### src/rtl/core/iht_pkg.sv
// Shared types and constants of the hill climb tracker.
`timescale 1ns / 1ps
package iht_pkg;

  localparam logic OP_WRITE = 1'b0;
  localparam logic OP_TRACK = 1'b1;

  localparam logic [1:0] ST_FOUND    = 2'd0;
  localparam logic [1:0] ST_NO_FRAME = 2'd1;
  localparam logic [1:0] ST_BORDER   = 2'd2;

  localparam logic [2:0] REG_LAMBDA = 3'd0;
  localparam logic [2:0] REG_SIGMA  = 3'd1;
  localparam logic [2:0] REG_MARGIN = 3'd2;
  localparam logic [2:0] REG_WIDTH  = 3'd3;
  localparam logic [2:0] REG_HEIGHT = 3'd4;

  localparam int CFG_BITS = 16;
  localparam int IDX_BITS = 3;

  typedef struct packed {
    logic              operation;
    logic [8:0]        pos_x;
    logic [8:0]        pos_y;
    logic signed [15:0] pixel_value;
  } request_t;

  typedef struct packed {
    logic [8:0] best_x;
    logic [8:0] best_y;
    logic [1:0] status;
  } result_t;

  typedef struct packed {
    logic       load;
    logic       write;
    logic       rd;
    logic       div_init;
    logic       div_step;
    logic       mul;
    logic       accum;
    logic       nbr_next;
    logic       take;
    logic       emit;
    logic [1:0] code;
  } cmd_t;

  typedef struct packed {
    logic start_ok;
    logic nbr_inside;
    logic nbr_last;
    logic div_done;
    logic improve;
  } stat_t;

  typedef struct packed {
    logic signed [1:0] dx;
    logic signed [1:0] dy;
  } off_t;

  // Neighbor scan order: rows top to bottom, columns left to right, center skipped.
  function automatic off_t nbr_off(input logic [2:0] k);
    off_t o;
    unique case (k)
      3'd0: o = '{dx: -2'sd1, dy: -2'sd1};
      3'd1: o = '{dx:  2'sd0, dy: -2'sd1};
      3'd2: o = '{dx:  2'sd1, dy: -2'sd1};
      3'd3: o = '{dx: -2'sd1, dy:  2'sd0};
      3'd4: o = '{dx:  2'sd1, dy:  2'sd0};
      3'd5: o = '{dx: -2'sd1, dy:  2'sd1};
      3'd6: o = '{dx:  2'sd0, dy:  2'sd1};
      3'd7: o = '{dx:  2'sd1, dy:  2'sd1};
      default: o = '{dx: 2'sd0, dy: 2'sd0};
    endcase
    return o;
  endfunction

endpackage

### src/rtl/core/iht_ctrl.sv
// Sequencer of the climb: walks neighbors, divider steps and climb steps.
`timescale 1ns / 1ps
module iht_ctrl (
  input  logic          clk,
  input  logic          rst,
  input  logic          start,
  input  logic          operation,
  input  iht_pkg::stat_t stat,
  output iht_pkg::cmd_t  cmd,
  output logic          busy
);
  import iht_pkg::*;

  typedef enum logic [7:0] {
    S_IDLE = 8'b00000001,
    S_CHK  = 8'b00000010,
    S_NBR  = 8'b00000100,
    S_RD   = 8'b00001000,
    S_DIV  = 8'b00010000,
    S_MUL  = 8'b00100000,
    S_ACC  = 8'b01000000,
    S_STEP = 8'b10000000
  } state_t;

  state_t state, state_next;

  always_ff @(posedge clk) begin
    if (rst) begin
      state <= S_IDLE;
    end else begin
      state <= state_next;
    end
  end

  always_comb begin
    cmd = '0;
    cmd.code = ST_FOUND;
    state_next = state;
    unique case (state)
      S_IDLE: begin
        if (start) begin
          if (operation == OP_TRACK) begin
            cmd.load = 1'b1;
            state_next = S_CHK;
          end else begin
            cmd.write = 1'b1;
          end
        end
      end
      S_CHK: begin
        if (stat.start_ok) begin
          state_next = S_NBR;
        end else begin
          cmd.emit = 1'b1;
          cmd.code = ST_NO_FRAME;
          state_next = S_IDLE;
        end
      end
      S_NBR: begin
        if (stat.nbr_inside) begin
          cmd.rd = 1'b1;
          state_next = S_RD;
        end else begin
          cmd.emit = 1'b1;
          cmd.code = ST_BORDER;
          state_next = S_IDLE;
        end
      end
      S_RD: begin
        cmd.div_init = 1'b1;
        state_next = S_DIV;
      end
      S_DIV: begin
        cmd.div_step = 1'b1;
        if (stat.div_done) begin
          state_next = S_MUL;
        end
      end
      S_MUL: begin
        cmd.mul = 1'b1;
        state_next = S_ACC;
      end
      S_ACC: begin
        cmd.accum = 1'b1;
        if (stat.nbr_last) begin
          state_next = S_STEP;
        end else begin
          cmd.nbr_next = 1'b1;
          state_next = S_NBR;
        end
      end
      S_STEP: begin
        if (stat.improve) begin
          cmd.take = 1'b1;
          state_next = S_NBR;
        end else begin
          cmd.emit = 1'b1;
          cmd.code = ST_FOUND;
          state_next = S_IDLE;
        end
      end
      default: begin
        state_next = S_IDLE;
      end
    endcase
  end

  assign busy = (state != S_IDLE);

endmodule

### config.mk
export PLATFORM = sky130hd
export DESIGN_NAME = iht_ctrl
export DESIGN_NICKNAME = d
export VERILOG_FILES = /design/src/rtl/core/iht_pkg.sv /design/src/rtl/core/iht_ctrl.sv
export SDC_FILE = /design/constraint.sdc
export NUM_CORES = 1
export LEC_CHECK = 0
export BUFFER_PORTS_ARGS = -buffer_cell sky130_fd_sc_hd__buf_4
export CAP_MARGIN = 20
export CORE_AREA = 2 2 39 41
export DETAILED_ROUTE_END_ITERATION = 12
export DIE_AREA = 0 0 41 43
export PLACE_DENSITY_LB_ADDON = 0.15
export SYNTH_ARGS = -nofsm -noshare
export SYNTH_HDL_FRONTEND = slang
export SYNTH_SLANG_ARGS = --single-unit
### constraint.sdc
create_clock -name clk -period 1.68 [get_ports clk]
set_clock_uncertainty 0.1 [all_clocks]
set_input_delay 0.252 -clock clk [delete_from_list [all_inputs] [get_ports clk]]
set_output_delay 0.252 -clock clk [all_outputs]
set_load 0.02 [all_outputs]
==> results.sh <==
export IMPL_core_mm2=0.00138
export IMPL_synthSimpleGateAreaFrac_pct=47.4
export IMPL_drt_initial_drc_count=7
export IMPL_ir_drop_v=0.000345
export IMPL_synth_area_per_cell_um2=8.86
export IMPL_largest_reg_flops=8
export IMPL_grt_max_degree=9
export IMPL_placed_cells=102
export IMPL_ioPinCount=22
export IMPL_clock_fmax_mhz=523
export IMPL_finalNetCount=104
export IMPL_worst_pin_slew_ps=279
export IMPL_yosys_area_share_adder_pct=0
export IMPL_dp_hpwl_um=1000
export IMPL_ys_ff_latch=8
export IMPL_start_util_pct=37.8
export IMPL_stdcell_count=109
export IMPL_crit_fanout=8
export IMPL_syn_nets=68
export IMPL_start_kind="register"
export IMPL_routedWlPerCell_um=12.6
export IMPL_fin_crit_sh_pct=114
export IMPL_cts_clk_slew_worst_paths_ps=60
export IMPL_drtAntennaViolNets=0
export IMPL_largest_registers="state x8"
export IMPL_grt_pass1_vias=498
export IMPL_status="complete, but fails checks"
export IMPL_fillers=129
export IMPL_synth_top_family_by_area="simple AND/OR/NAND/NOR gates"
export IMPL_cts_sinks=8
export IMPL_maxSlewHeadroom_pct=81.3
export IMPL_rr_startpoint="state[2]"
export IMPL_synth_warnings=0
export IMPL_p_leak_uw=0.000462
export IMPL_maxCapViolCount=0
export IMPL_vias=564
export IMPL_dp_worst_setup_slack_ps=49.6
export IMPL_worstHoldStart="rst"
export IMPL_cts_hold_fix_buffers=0
export IMPL_fin_ws_ps=-231
export IMPL_synthCells=59
export IMPL_regMostFlops="state"
export IMPL_placement_io_buffers=21
export IMPL_cp_end_kind="output port"
export IMPL_cts_buffer_depth=2
export IMPL_critPathArrivalTime_ps=1560
export IMPL_drc=0
export IMPL_muxShareOfSynthArea_pct=0
export IMPL_syn_area_um2=523
export IMPL_insertedDiodeCount=0
export IMPL_area_delta_synth_final_pct=66.7
export IMPL_drv_slew=0
export IMPL_die_area_mm2=0.00176
export IMPL_min_period_ps=1910
export IMPL_rows=14
export IMPL_hold_path_class="in -> reg"
export IMPL_powerDensity_mw_per_mm2=529
export IMPL_ys_seq_area_share_pct=30.6
export IMPL_synth_cell_type_count=23
export IMPL_cts_tree="yes"
export IMPL_grt_overflow=0
export IMPL_rrSetupSlack_ps=10
export IMPL_h_tree_depth=1
export IMPL_drive_above_1_share_pct=53.8
export IMPL_hold_path_cell_count=2
export IMPL_setup_violations=13
export IMPL_die_h_um=43
export IMPL_rr_endpoint="state[2]"
export IMPL_hold_violations=0
export IMPL_chipWidth_um=41
export IMPL_gp_congestion=0.792
export IMPL_cp_data_required_time_ps=1330
export IMPL_reg2reg_depth=6
export IMPL_synth_compound_area_share_pct=13.4
export IMPL_drt_pass1_iter_count=4
export IMPL_wl_um=1370
export IMPL_hold_end="state[2]"
export IMPL_root_buffer="clkbuf_4"
export IMPL_rsz0062_at_grt="yes"
export IMPL_violations="negative setup slack"
export IMPL_crit_type="reg -> out"
export IMPL_viasPerCell=5.17
export IMPL_antenna_found_initial=0
export IMPL_track_usage_pct=18.4
export IMPL_grt_pass1_wl_um=2070
export IMPL_synthXorXnorAreaFrac_pct=5.02
export IMPL_clock_latency_ps=260
export IMPL_cts_made_buffers=3
-- synth_stat cells --
| cell | number | area share [%] |
|---|---|---|
| a41oi_1 | 1 | 1.7 |
| nand4b_1 | 3 | 5.0 |
| nand2b_1 | 1 | 1.2 |
| and4b_1 | 3 | 5.7 |
| a21oi_1 | 2 | 1.9 |
| nand4b_4 | 1 | 4.5 |
| nand3_1 | 4 | 3.8 |
| a21oi_2 | 1 | 1.7 |
| xor2_1 | 3 | 5.0 |
| and2_1 | 1 | 1.2 |
| nor3_1 | 2 | 1.9 |
| a41o_2 | 1 | 2.2 |
| nor2b_1 | 2 | 2.4 |
| o221ai_2 | 1 | 2.9 |
| nor3b_1 | 2 | 2.9 |
| inv_1 | 5 | 3.6 |
| nor2_1 | 11 | 7.9 |
| dfxtp_1 | 8 | 31 |
| nand2_1 | 2 | 1.4 |
| nor4_4 | 2 | 8.1 |
| o211ai_1 | 1 | 1.4 |
| nand4_1 | 1 | 1.2 |
| o22a_1 | 1 | 1.7 |
-- worst max path at each step --
stage | depth (start not counted) | to | start | slack, ps
2_1_floorplan | 3 | cmd[10] | state[6] | -20
3_5_place_dp | 5 | cmd[4] | state[2] | 50
3_3_place_gp | 5 | cmd[2] | state[4] | 80
6_report | 5 | cmd[2] | state[6] | -230
5_1_grt | 5 | cmd[4] | state[2] | -320
4_1_cts | 5 | cmd[4] | state[1] | -240
-- where the power goes --
| part | switching (uW) | internal [uW] |
|---|---|---|
| registers | 5.77 | 194 |
| clock network | 75.7 | 82.5 |
| logic | 50.7 | 52.9 |
| total | 132 | 329 |
-- kinds of logic (layout without fill, tap and decap cells) --
kind of cell | Yosys count | in the layout
xor+xnor | 3 | 3
flops | 8 | 8
buf+inv | 5 | 39
simple gates | 35 | 35
compound gates | 8 | 8
-- routing by layer --
layer,track usage [%],vias up,part of all wire (%)
li1,-,286,-
met1,24.0,256,44
met2,25.6,18,48
met3,3.14,4,5.2
met4,14.0,0,2.6
met5,0,-,0
-- critical path, stage by stage (launching register included) --
cell and delay (ps):
dfxtp_2 340, nor4_4 270, buf_6 170, nand4b_4 130, o221ai_2 210, buf_4 180
-- placed cells by master (no fill, tap or decap), drive strengths merged --
master	n
a21oi	3
a41oi	1
a41o	1
nor2	11
and2	1
nor4	2
and4b	3
nand3	4
inv	5
nand2	2
nor3b	2
xor2	3
o211ai	1
nand2b	1
clkbuf	3
o221ai	1
nor2b	2
o22a	1
buf	31
nand4b	4
dfxtp	8
nand4	1
nor3	2
-- per-stage QoR --
stage	total power (uW)	setup TNS, ps	utilization (%)	area (um^2)	hold WS (ps)
finish	461	-1700	63.0	872	79.0
detailed placement	292	0	56.0	774	363
CTS	455	-1890	61.1	846	81.6
floorplan	251	-37.1	-	552	214
global placement	291	0	56.0	774	363
global route	480	-2770	63.0	872	88.5
-- timing repair --
item,in CTS,in global routing
buffers inserted,4,1
setup endpoints to repair,13,14
pin swaps,6,5
resized for setup,6,8
-- area by class of cell --
type,count,area (um^2),area share (%)
clock buffer,3,22.5,2.58
inverter,5,18.8,2.15
multi-input combinational,46,383,43.9
sequential,8,165,18.9
tap,16,20.0,2.30
timing repair buffer,31,263,30.1
Power figures use the tool's default switching activity.
